**src/design/ist_pkg.sv**
```systemverilog
// ----------------------------------------------------------------------------
// ist_pkg: shared types and constants for the integer set table
// Holds the operation codes, the default capacity, and the command and
// status bundles that pass between the controller and the datapath.
// ----------------------------------------------------------------------------
package ist_pkg;

	// Field widths fixed by the transaction format.
	localparam int DATA_W = 32;
	localparam int OP_W = 3;

	// Default number of entries the set can hold.
	localparam int CAPACITY_DEF = 64;

	typedef logic [OP_W-1:0] opcode_t;

	// Operation codes.
	localparam opcode_t OP_INSERT = 3'd0;
	localparam opcode_t OP_REMOVE = 3'd1;
	localparam opcode_t OP_QUERY = 3'd2;
	localparam opcode_t OP_FIRST = 3'd3;
	localparam opcode_t OP_NEXT = 3'd4;

	// Read address select for the entry memory.
	typedef logic [1:0] rd_sel_t;
	localparam rd_sel_t RD_IDX = 2'd0;
	localparam rd_sel_t RD_IDX_NEXT = 2'd1;
	localparam rd_sel_t RD_WALK = 2'd2;

	// Commands from the controller to the datapath.
	typedef struct packed {
		logic latch;
		logic idx_inc;
		logic rd_en;
		rd_sel_t rd_sel;
		logic wr_en;
		logic wr_shift;
		logic cnt_inc;
		logic cnt_dec;
		logic set_found;
		logic set_full;
		logic walk_clr;
		logic walk_inc;
		logic item_cap;
	} ist_cmd_t;

	// Status from the datapath to the controller.
	typedef struct packed {
		opcode_t op;
		logic idx_end;
		logic match;
		logic shift_more;
		logic walk_ok;
		logic full;
	} ist_sts_t;

endpackage

```
**src/design/ist_ram.sv**
```systemverilog
// ----------------------------------------------------------------------------
// ist_ram: generic single-port-write, single-port-read memory
// One write and one read per cycle; the read data is registered.
// ----------------------------------------------------------------------------
module ist_ram #(
	parameter int WIDTH = 32,
	parameter int DEPTH = 64
) (
	input logic clk,
	input logic wr_en,
	input logic [$clog2(DEPTH)-1:0] wr_addr,
	input logic [WIDTH-1:0] wr_data,
	input logic rd_en,
	input logic [$clog2(DEPTH)-1:0] rd_addr,
	output logic [WIDTH-1:0] rd_data
);

	logic [WIDTH-1:0] mem_q [DEPTH];
	logic [WIDTH-1:0] rd_data_q;

	// Write port.
	always_ff @(posedge clk) begin
		if (wr_en) begin
			mem_q[wr_addr] <= wr_data;
		end
	end

	// Registered read port.
	always_ff @(posedge clk) begin
		if (rd_en) begin
			rd_data_q <= mem_q[rd_addr];
		end
	end

	assign rd_data = rd_data_q;

endmodule

```
**src/design/ist_dp.sv**
```systemverilog
// ----------------------------------------------------------------------------
// ist_dp: datapath of the integer set table
// Holds the entry memory, the entry count, the scan index, the walk
// position and the result registers, and reports compare status.
// ----------------------------------------------------------------------------
module ist_dp
	import ist_pkg::*;
#(
	parameter int CAPACITY = CAPACITY_DEF
) (
	input logic clk,
	input logic arst_n,
	input opcode_t opcode,
	input logic [DATA_W-1:0] value,
	input ist_cmd_t cmd,
	output ist_sts_t sts,
	output logic found,
	output logic item_valid,
	output logic [DATA_W-1:0] item_value,
	output logic [$clog2(CAPACITY+1)-1:0] count,
	output logic full_drop
);

	localparam int AW = $clog2(CAPACITY);
	localparam int CW = $clog2(CAPACITY + 1);
	localparam logic [CW-1:0] CAP_C = CW'(CAPACITY);
	localparam logic [CW-1:0] ONE_C = CW'(1);

	opcode_t op_q;
	logic [DATA_W-1:0] value_q;
	logic [CW-1:0] count_q;
	logic [CW-1:0] idx_q;
	logic [CW-1:0] walk_q;
	logic [CW-1:0] idx_next;
	logic found_q;
	logic full_q;
	logic item_valid_q;
	logic [DATA_W-1:0] item_value_q;
	logic [DATA_W-1:0] rd_data;
	logic [AW-1:0] rd_addr;
	logic [AW-1:0] wr_addr;
	logic [DATA_W-1:0] wr_data;

	assign idx_next = idx_q + ONE_C;

	// Transaction operands, captured on accept.
	always_ff @(posedge clk) begin
		if (cmd.latch) begin
			op_q <= opcode;
			value_q <= value;
		end
	end

	// Entry count, scan index and walk position.
	always_ff @(posedge clk or negedge arst_n) begin
		if (!arst_n) begin
			count_q <= '0;
			idx_q <= '0;
			walk_q <= '0;
		end else begin
			if (cmd.cnt_inc) begin
				count_q <= count_q + ONE_C;
			end else if (cmd.cnt_dec) begin
				count_q <= count_q - ONE_C;
			end
			if (cmd.latch) begin
				idx_q <= '0;
			end else if (cmd.idx_inc) begin
				idx_q <= idx_next;
			end
			if (cmd.walk_clr) begin
				walk_q <= '0;
			end else if (cmd.walk_inc) begin
				walk_q <= walk_q + ONE_C;
			end
		end
	end

	// Result registers, cleared at the start of each transaction.
	always_ff @(posedge clk or negedge arst_n) begin
		if (!arst_n) begin
			found_q <= 1'b0;
			full_q <= 1'b0;
			item_valid_q <= 1'b0;
			item_value_q <= '0;
		end else if (cmd.latch) begin
			found_q <= 1'b0;
			full_q <= 1'b0;
			item_valid_q <= 1'b0;
			item_value_q <= '0;
		end else begin
			if (cmd.set_found) begin
				found_q <= 1'b1;
			end
			if (cmd.set_full) begin
				full_q <= 1'b1;
			end
			if (cmd.item_cap) begin
				item_valid_q <= 1'b1;
				item_value_q <= rd_data;
			end
		end
	end

	// Memory address and data selection.
	always_comb begin
		case (cmd.rd_sel)
			RD_IDX_NEXT: rd_addr = idx_next[AW-1:0];
			RD_WALK: rd_addr = walk_q[AW-1:0];
			default: rd_addr = idx_q[AW-1:0];
		endcase
		wr_addr = cmd.wr_shift ? idx_q[AW-1:0] : count_q[AW-1:0];
		wr_data = cmd.wr_shift ? rd_data : value_q;
	end

	ist_ram #(
		.WIDTH(DATA_W),
		.DEPTH(CAPACITY)
	) u_ram (
		.clk(clk),
		.wr_en(cmd.wr_en),
		.wr_addr(wr_addr),
		.wr_data(wr_data),
		.rd_en(cmd.rd_en),
		.rd_addr(rd_addr),
		.rd_data(rd_data)
	);

	// Status back to the controller.
	always_comb begin
		sts.op = op_q;
		sts.idx_end = (idx_q == count_q);
		sts.match = (rd_data == value_q);
		sts.shift_more = (idx_next < count_q);
		sts.walk_ok = (walk_q < count_q);
		sts.full = (count_q == CAP_C);
	end

	assign found = found_q;
	assign full_drop = full_q;
	assign item_valid = item_valid_q;
	assign item_value = item_value_q;
	assign count = count_q;

	// The count never goes past the capacity.
	a_count_bound: assert property (@(posedge clk) disable iff (!arst_n)
		count_q <= CAP_C)
		else $error("entry count exceeds capacity");

	// An append only happens when there is room, and then the count grows.
	a_append_room: assert property (@(posedge clk) disable iff (!arst_n)
		cmd.cnt_inc |=> count_q == $past(count_q) + ONE_C)
		else $error("append did not grow the count by one");

endmodule

```
**src/design/ist_ctrl.sv**
```systemverilog
// ----------------------------------------------------------------------------
// ist_ctrl: controller of the integer set table
// Sequences the linear scan, the shift-down on remove, the append on insert
// and the walk reads, and strobes the result for one cycle.
// ----------------------------------------------------------------------------
module ist_ctrl
	import ist_pkg::*;
(
	input logic clk,
	input logic arst_n,
	input logic start,
	input opcode_t opcode,
	input ist_sts_t sts,
	output ist_cmd_t cmd,
	output logic busy,
	output logic done
);

	localparam logic [2:0] S_IDLE = 3'd0;
	localparam logic [2:0] S_SCAN_RD = 3'd1;
	localparam logic [2:0] S_SCAN_CMP = 3'd2;
	localparam logic [2:0] S_SHIFT_RD = 3'd3;
	localparam logic [2:0] S_SHIFT_WR = 3'd4;
	localparam logic [2:0] S_WALK_RD = 3'd5;
	localparam logic [2:0] S_WALK_CAP = 3'd6;
	localparam logic [2:0] S_FINISH = 3'd7;

	logic [2:0] state_q;
	logic [2:0] state_next;
	logic accept;

	assign busy = !(state_q == S_IDLE || state_q == S_FINISH);
	assign done = (state_q == S_FINISH);
	assign accept = start && !busy;

	// Next state and commands.
	always_comb begin
		cmd = '0;
		cmd.rd_sel = RD_IDX;
		state_next = state_q;
		unique case (state_q)
			S_IDLE, S_FINISH: begin
				state_next = S_IDLE;
				if (accept) begin
					cmd.latch = 1'b1;
					unique case (opcode)
						OP_INSERT, OP_REMOVE, OP_QUERY: state_next = S_SCAN_RD;
						OP_FIRST: begin
							cmd.walk_clr = 1'b1;
							state_next = S_WALK_RD;
						end
						OP_NEXT: state_next = S_WALK_RD;
						default: state_next = S_FINISH;
					endcase
				end
			end
			S_SCAN_RD: begin
				if (sts.idx_end) begin
					// Value absent: append it on insert if there is room.
					if (sts.op == OP_INSERT) begin
						if (sts.full) begin
							cmd.set_full = 1'b1;
						end else begin
							cmd.wr_en = 1'b1;
							cmd.cnt_inc = 1'b1;
						end
					end
					state_next = S_FINISH;
				end else begin
					cmd.rd_en = 1'b1;
					cmd.rd_sel = RD_IDX;
					state_next = S_SCAN_CMP;
				end
			end
			S_SCAN_CMP: begin
				if (sts.match) begin
					cmd.set_found = 1'b1;
					state_next = (sts.op == OP_REMOVE) ? S_SHIFT_RD : S_FINISH;
				end else begin
					cmd.idx_inc = 1'b1;
					state_next = S_SCAN_RD;
				end
			end
			S_SHIFT_RD: begin
				// Move the following entry down, or close out the remove.
				if (sts.shift_more) begin
					cmd.rd_en = 1'b1;
					cmd.rd_sel = RD_IDX_NEXT;
					state_next = S_SHIFT_WR;
				end else begin
					cmd.cnt_dec = 1'b1;
					state_next = S_FINISH;
				end
			end
			S_SHIFT_WR: begin
				cmd.wr_en = 1'b1;
				cmd.wr_shift = 1'b1;
				cmd.idx_inc = 1'b1;
				state_next = S_SHIFT_RD;
			end
			S_WALK_RD: begin
				if (sts.walk_ok) begin
					cmd.rd_en = 1'b1;
					cmd.rd_sel = RD_WALK;
					state_next = S_WALK_CAP;
				end else begin
					state_next = S_FINISH;
				end
			end
			S_WALK_CAP: begin
				cmd.item_cap = 1'b1;
				cmd.walk_inc = 1'b1;
				state_next = S_FINISH;
			end
			default: state_next = S_IDLE;
		endcase
	end

	// State register.
	always_ff @(posedge clk or negedge arst_n) begin
		if (!arst_n) begin
			state_q <= S_IDLE;
		end else begin
			state_q <= state_next;
		end
	end

	// A shift write always follows the read of the entry it moves.
	a_shift_order: assert property (@(posedge clk) disable iff (!arst_n)
		state_q == S_SHIFT_WR |-> $past(state_q) == S_SHIFT_RD)
		else $error("shift write without preceding read");

	// The single memory port pair is never asked to read and write at once.
	a_port_excl: assert property (@(posedge clk) disable iff (!arst_n)
		!(cmd.rd_en && cmd.wr_en))
		else $error("memory read and write issued together");

	// The walk only advances past an entry that exists.
	a_walk_adv: assert property (@(posedge clk) disable iff (!arst_n)
		cmd.walk_inc |-> sts.walk_ok)
		else $error("walk advanced beyond the held entries");

	// A transaction taken while idle keeps the block busy in the next cycle,
	// except for a no-op, which goes straight to the result.
	a_accept_busy: assert property (@(posedge clk) disable iff (!arst_n)
		accept |=> busy || done)
		else $error("accepted transaction did not proceed");

endmodule

```
**src/design/integer_set_table_core.sv**
```systemverilog
// ----------------------------------------------------------------------------
// integer_set_table_core: bounded set of signed integers in insertion order
// Insert, remove and query read and compare the entries in order until a
// match or the end of the set; insert appends an absent value if there is
// room, remove shifts each later entry down and decrements the count.
// Iterate first and next read the walk entry, if any; unused codes finish.
// A new transaction is taken in the done cycle; the receiver cannot stall.
// Reset clears the count, the walk position and the results, not the memory.
// ----------------------------------------------------------------------------
module integer_set_table_core
	import ist_pkg::*;
#(
	parameter int CAPACITY = CAPACITY_DEF
) (
	input logic clk,
	input logic arst_n,
	input logic start,
	output logic busy,
	input logic [OP_W-1:0] opcode,
	input logic signed [DATA_W-1:0] value,
	output logic done,
	output logic found,
	output logic item_valid,
	output logic signed [DATA_W-1:0] item_value,
	output logic [$clog2(CAPACITY+1)-1:0] count,
	output logic full_drop
);

	ist_cmd_t cmd;
	ist_sts_t sts;
	logic [DATA_W-1:0] item_value_raw;

	// Sequencer.
	ist_ctrl u_ctrl (
		.clk(clk),
		.arst_n(arst_n),
		.start(start),
		.opcode(opcode),
		.sts(sts),
		.cmd(cmd),
		.busy(busy),
		.done(done)
	);

	// Storage, counters and result registers.
	ist_dp #(
		.CAPACITY(CAPACITY)
	) u_dp (
		.clk(clk),
		.arst_n(arst_n),
		.opcode(opcode),
		.value(value),
		.cmd(cmd),
		.sts(sts),
		.found(found),
		.item_valid(item_valid),
		.item_value(item_value_raw),
		.count(count),
		.full_drop(full_drop)
	);

	assign item_value = item_value_raw;

endmodule
```
**config.mk**
```make
export PLATFORM = sky130hd
export DESIGN_NAME = integer_set_table_core
export DESIGN_NICKNAME = d
export VERILOG_FILES = /design/src/design/ist_pkg.sv /design/src/design/ist_ram.sv /design/src/design/ist_dp.sv /design/src/design/ist_ctrl.sv /design/src/design/integer_set_table_core.sv
export SDC_FILE = /design/constraint.sdc
export NUM_CORES = 2
export LEC_CHECK = 0
export ABC_CLOCK_PERIOD_IN_PS = 7400
export BUFFER_PORTS_ARGS = -buffer_cell sky130_fd_sc_hd__buf_2
export CORE_MARGIN = 2
export CORE_UTILIZATION = 55
export CTS_CLUSTER_SIZE = 24
export DETAILED_ROUTE_END_ITERATION = 7
export PLACE_DENSITY_LB_ADDON = 0.15
export SLEW_MARGIN = 25
export SYNTH_ARGS = -nofsm -noshare
export SYNTH_HDL_FRONTEND = slang
export SYNTH_SLANG_ARGS = --single-unit
```
**constraint.sdc**
```tcl
create_clock -name clk -period 7.4 [get_ports clk]
set_input_delay 0.37 -clock clk [delete_from_list [all_inputs] [get_ports clk]]
set_output_delay 0.37 -clock clk [all_outputs]
set_load 0.02 [all_outputs]
```
# Word level (Yosys, flattened, before mapping)

Memory sizes are Yosys's and may differ from the RTL's. A register that Yosys moved wholly into a read port is not among the register bits.
Cells that the tools add are included.
W data, S select, Z words.

Register bits after elaboration: 94
Logic and storage cells: 102
Memories: 1
Memory bits (writable): 2048
Bits of input ports: 38

Memory list:

| memory           | depth | width | rd ports | clocked after Yosys merged registers in | write ports | RTL line      | source |
|---|---|---|---|---|---|---|---|
| u_dp.u_ram.mem_q | 64    | 32    | 1        | 1                                       | 1           | ist_ram.sv:18 | `logic [WIDTH-1:0] mem_q [DEPTH];` |

Muxes and demuxes: 53
Add/sub/neg operators: 4
Reduce and logical (&&, ||, !) cells: 15
Eq/ne operators: 17
Order comparisons: 2

Operators with widths:

| cell                  | number |
|---|---|
| $mux W32              | 3 |
| $mux W7               | 6 |
| $eq A32 B32 Y1        | 1 |
| $mux W1               | 28 |
| $add A7 B1 Y7 const B | 3 |
| $mux W3               | 7 |
| $pmux W3 S7           | 1 |
| $eq A3 B3 Y1 const B  | 5 |
| $lt A7 B7 Y1          | 2 |
| $eq A3 B2 Y1 const B  | 4 |
| $pmux W6 S2           | 1 |
| $reduce_bool A2 Y1    | 6 |
| $eq A3 B1 Y1 const B  | 3 |
| $logic_not A3 Y1      | 3 |
| $pmux W3 S3           | 1 |
| $eq A7 B7 Y1          | 1 |
| $eq A7 B7 Y1 const B  | 1 |
| $sub A7 B1 Y7 const B | 1 |
| $mux W6               | 1 |
| $pmux W3 S2           | 1 |
| $mux W2               | 2 |
| $pmux W1 S2           | 2 |
| $reduce_or A2 Y1      | 2 |
| $reduce_or A3 Y1      | 1 |
| other kinds (5)       | 5 |

# Logic depth before layout (Yosys ltp)

Word-level depth: 7
Depth in mapped cells: 22
Depth with buffers taken out: 17

# Modules after synthesis

Synthesis repeated with hierarchy kept, for this count alone.

Cells, all modules: 3808
Area total of the unflattened synthesis: 84200.8 sq um

Modules (own cells, without submodules):

| module   | instances | cells each | area an instance (sq um) | seq. area each (sq um) |
|---|---|---|---|---|
| ist_ram  | 1         | 3324       | 78835.6                  | 62459.9 |
| ist_dp   | 1         | 431        | 4946.0                   | 2452.4 |
| ist_ctrl | 1         | 53         | 419.2                    | 75.1 |

# Least setup slack after synthesis

No wires, ideal clock.

Path kind: reg-to-reg
From: register u_dp.idx_q[0]
To: register u_dp.u_ram.rd_data_q[0], in the netlist u_dp.u_ram.rd_data[0] (read register of u_dp.u_ram.mem_q) (enable)
Library setup time: 0.466 ns
Clock period less this slack: 4.777 ns
Setup slack: 2.623 ns
Path buffers: 0
Stages on the path, launching flop included: 10
Arrival: 4.311 ns
Cells stage by stage: dfrtp_1 > nand3_1 > o21a_1 > or2_2 > ha_1 > or2_2 > a21oi_1 > a21o_1 > a21oi_1 > o21ai_0

RTL lines:

| item                   | RTL line      | source |
|---|---|---|
| from (decl)            | ist_dp.sv:32  | `logic [CW-1:0] idx_q;` |
| from (signal assigned) | ist_dp.sv:69  | `idx_q <= idx_next;` |
| to (decl)              | ist_ram.sv:19 | `logic [WIDTH-1:0] rd_data_q;` |

# Final worst setup path

From: register u_dp.idx_q[0]
To: register u_dp.u_ram.rd_data_q[1], in the netlist u_dp.u_ram.rd_data[1] (read register of u_dp.u_ram.mem_q) (data pin)

Cells in the longest elaborated chain, start to end: 6

Ends and longest elaborated chain:

| item                                         | RTL line       | source |
|---|---|---|
| $add A7 B1 Y7                                | ist_dp.sv:44   | `assign idx_next = idx_q + ONE_C;` |
| $lt A7 B7 Y1                                 | ist_dp.sv:134  | `sts.shift_more = (idx_next < count_q);` |
| $mux W3                                      | ist_ctrl.sv:86 | `if (sts.shift_more) begin` |
| $pmux W3 S3                                  | ist_ctrl.sv:41 | `unique case (state_q)` |
| $eq A2 B2 Y1 or $eq A2 B1 Y1 (tied branches) | ist_dp.sv:107  | `case (cmd.rd_sel)` |
| $pmux W6 S2                                  | ist_dp.sv:107  |  |

Parallel ways exist; a longest one is shown, timed or not.
A chain may end at the register's enable or synchronous reset.

==> metrics.md <==
| Metric | Value |
|---|---|
| Run status | finished, final reports clean |
| Leakage | 34.3 nW |
| Cell breakdown of the critical path | nand3_1 -> o21a_1 -> or2_2 -> ha_1 -> or2_2 -> a21oi_1 -> a21o_1 -> and3_1 -> ha_1 -> o31ai_4 -> buf_12 -> buf_4 -> buf_12 -> mux2i_1 -> mux2i_1 -> a32oi_1 -> a31oi_2 -> or4_1 |
| Maximum VDD drop | 0.663 mV |
| CP max FO | 65 |
| Most frequent cells in the layout | edfxtp_1 (2115), nand2_1 (1706), nand3_1 (1038) |
| Synth warn | 0 |
| Fin crit share | 87.8% |
| Inst Count DP | 8370 |
| Height of the die | 401 um |
| RePlAce Congestion | 0.931 |
| Layout cells sized above 1 | 11.4% |
| Area of the multi-input gates | 20700 um^2 |
| 1st-iter DRT viols | 8930 |
| Clock Path Buffers | 3 |
| Avg Synthesized Cell Area | 13.6 um^2 |
| Synth cell types | 54 |
| Slew Limit Fails | 0 |
| Least-Margin Pin Slew | 1180 ps |
| Nets | 6629 |
| Gr ovfl total | 0 |
| Largest stage delay, worst path | 870 ps |
| Required time worst endpoint | 8000 ps |
| Post-DP HPWL | 150 mm |
| #FFs+latches synth | 2174 |
| R2R depth | 18 |
| Clock sink count | 2174 |
| Avg Vias per Cell | 6.31 |
| Initial antenna violation count | 22 |
| Final antenna-violating net count | 0 |
| Pre-antenna DRT Iters | 6 |
| Post-synthesis sequential area ratio | 74.8% |
| Skew final | 38.2 ps |
| Most common cell after layout, fill and taps aside | edfxtp_1 |
| Root Buffer | clkbuf_16 |
| Hold slack | 238 ps |
| CTS tree | yes |
| H-tree level count | 4 |
| Largest net degree at the start of global routing | 116 |
| Power per cell area | 506 nW/um^2 |
| Die W | 401 um |
| Final setup vio count | 0 |
| Global-route wire length before repair | 374 mm |
| Final Critical Period | 6500 ps |
| Crit Path Class | register to register |
| Relative slew slack | 21.3% |
| Fin Setup TNS | 0 ps |
| Vias in the first global route | 52236 |
| Maxcap violations | 0 |
| Startpoint class of the critical path | register |
| Sequential cell area | 65000 um^2 |
| Die Footprint | 161000 um^2 |
| P&R area growth vs syn | 13.5% |
| Cell count after synthesis | 6368 |
| CP endpoint kind | register |
| FILL cells | 11522 |
| RSZ-0062 raised after global routing | no |
| Post-synth EDFFs | 2115 |
| Worst-path clk slew | 60 ps |
| Critical path's slowest cell | o31ai_4 |
| Initial Util | 55.5% |
| Synth Net Count | 6430 |
| CORE AREA | 157000 um^2 |
| Asr flop ratio synth | 2.71% |
| Routed via count | 55722 |
| Skew-Pair Late Insertion Delay | 860 ps |
| CTS resizes | 0 |
| Routed len/inst | 29.7 um |
| Number of buffers created by CTS | 215 |
| Total wire length | 262 mm |
| DRC violations left | 0 |
| Max Fclk | 0.154 GHz |
| Dominant synthesized flop cell | edfxtp_1 |
| Syn Std Cell Area | 86900 um^2 |
| All-Layer GR Usage | 32.2% |
| Buffers on Ports | 81 |
| Crit path DAT | 7100 ps |
| Hold crit path type | input port to async pin |
| Hold Vio Cnt, Final | 0 |
| Core Rows | 145 |
| Final Non-Filler Cells | 8830 |
| Ports | 82 |
| Utilization after layout | 63.0% |
==> critical path, delay by kind of cell (launching register included) <==
family | cells | cell delay, ps
compound gates | 6 | 2110
fa+ha+maj | 2 | 730
buf+inv | 3 | 810
flops | 1 | 620
mux | 2 | 330
simple gates | 5 | 1570
==> kinds of logic (layout without fill, tap and decap cells) <==
| family | Yosys count | in the layout | synth area share, % |
|---|---|---|---|
| DFF | 2174 | 2174 | 74.8 |
| xor gates and xnor gates | 53 | 53 | 0.543 |
| other | 0 | 23 | 0 |
| buffers and inverters | 417 | 798 | 2.23 |
| muxes | 396 | 396 | 4.57 |
| AOI/OAI and AO/OA | 359 | 359 | 2.97 |
| adders and majority gates | 24 | 24 | 0.354 |
| and+or+nand+nor | 2945 | 2945 | 14.5 |
==> synth_stat cells, types with 3 or more instances <==
master | instances | area (um^2)
nor4_1 | 3 | 18.8
a22oi_1 | 3 | 22.5
xor2_1 | 11 | 96.3
or2_2 | 3 | 18.8
buf_1 | 6 | 22.5
a21o_1 | 7 | 52.6
and3_1 | 4 | 25.0
dfrtp_1 | 59 | 1480
mux2i_1 | 394 | 3940
o31ai_1 | 8 | 60.1
o211ai_1 | 4 | 30.0
xnor2_1 | 41 | 359
nor2b_1 | 4 | 25.0
inv_1 | 21 | 78.8
buf_2 | 168 | 841
o21ai_0 | 47 | 235
nor3_1 | 3 | 15.0
a31oi_1 | 130 | 813
clkbuf_1 | 196 | 736
nand3_1 | 1039 | 5200
nand4_1 | 10 | 62.6
buf_4 | 7 | 52.6
nand2_1 | 1740 | 6530
nand2_4 | 4 | 45.0
edfxtp_1 | 2115 | 63500
o21a_1 | 6 | 45.0
ha_1 | 23 | 288
or4_1 | 33 | 248
buf_6 | 18 | 203
nor2_1 | 93 | 349
a21oi_1 | 11 | 55.1
a32oi_1 | 129 | 1130
==> through the flow <==
stage               instance area [um^2]  setup WS [ps]  power [W]
floorplan                          86900           2620     0.0303
global placement                   91100            858     0.0387
detailed placement                 91300           1040     0.0391
CTS                                98500           1010     0.0496
global route                       98600            714     0.0520
finish                             98600            900     0.0499
==> sequential cells by signal (all words and copies together), names as in the netlist <==
| signal | cells |
|---|---|
| u_dp.value_q | 32 |
| u_dp.count | 7 |
| u_dp.full_drop | 1 |
| u_dp.found | 1 |
| u_ctrl.state_q | 3 |
| u_dp.walk_q | 7 |
| u_dp.u_ram.mem_q | 2048 |
| u_dp.item_value | 32 |
| u_dp.u_ram.rd_data | 32 |
| u_dp.item_valid | 1 |
| u_dp.op_q | 3 |
| u_dp.idx_q | 7 |
==> path summary, 6_finish.rpt <==
path	start	endpoint	slack, ps
setup / recovery	u_dp.idx_q[0]	u_dp.u_ram.rd_data[1]	900
hold / removal	arst_n	u_dp.count[1]	240
setup reg to reg	u_dp.idx_q[0]	u_dp.u_ram.rd_data[1]	900
hold reg to reg	u_dp.item_valid	u_dp.item_valid	500
max in group asynchronous	arst_n	u_dp.item_value[8]	6580
min in group clk	value[10]	u_dp.value_q[10]	240
==> final cells by class <==
| class | instances | area share [%] |
|---|---|---|
| Antenna cell | 23 | 0.0584 |
| Clock buffer | 267 | 5.68 |
| Clock inverter | 132 | 1.23 |
| Inverter | 22 | 0.0837 |
| Multi-Input combinational cell | 3777 | 21.0 |
| Sequential cell | 2174 | 65.9 |
| Tap cell | 2058 | 2.61 |
| Timing Repair Buffer | 377 | 3.40 |
==> report_power, final <==
part / internal, W / switching (W) / total [W]
combinational: 0.00699 / 0.0165 / 0.0235
sequential: 0.0153 / 0.000499 / 0.0158
clock: 0.00594 / 0.00466 / 0.0106
==> routing by layer <==
metal	up-vias	part of all wire, %	GRT usage, %
met3	482	12	6.77
met2	3439	45	48.9
met1	27863	39	46.7
li1	23932	-	-
met5	-	0.015	0
met4	6	3.6	11.0
==> timing repair <==
item                                   in CTS  in global routing
setup buffers                               0                  0
hold buffers                               37                  0
endpoints found under the hold margin     103                  0
(Power assumes the default switching activity.)
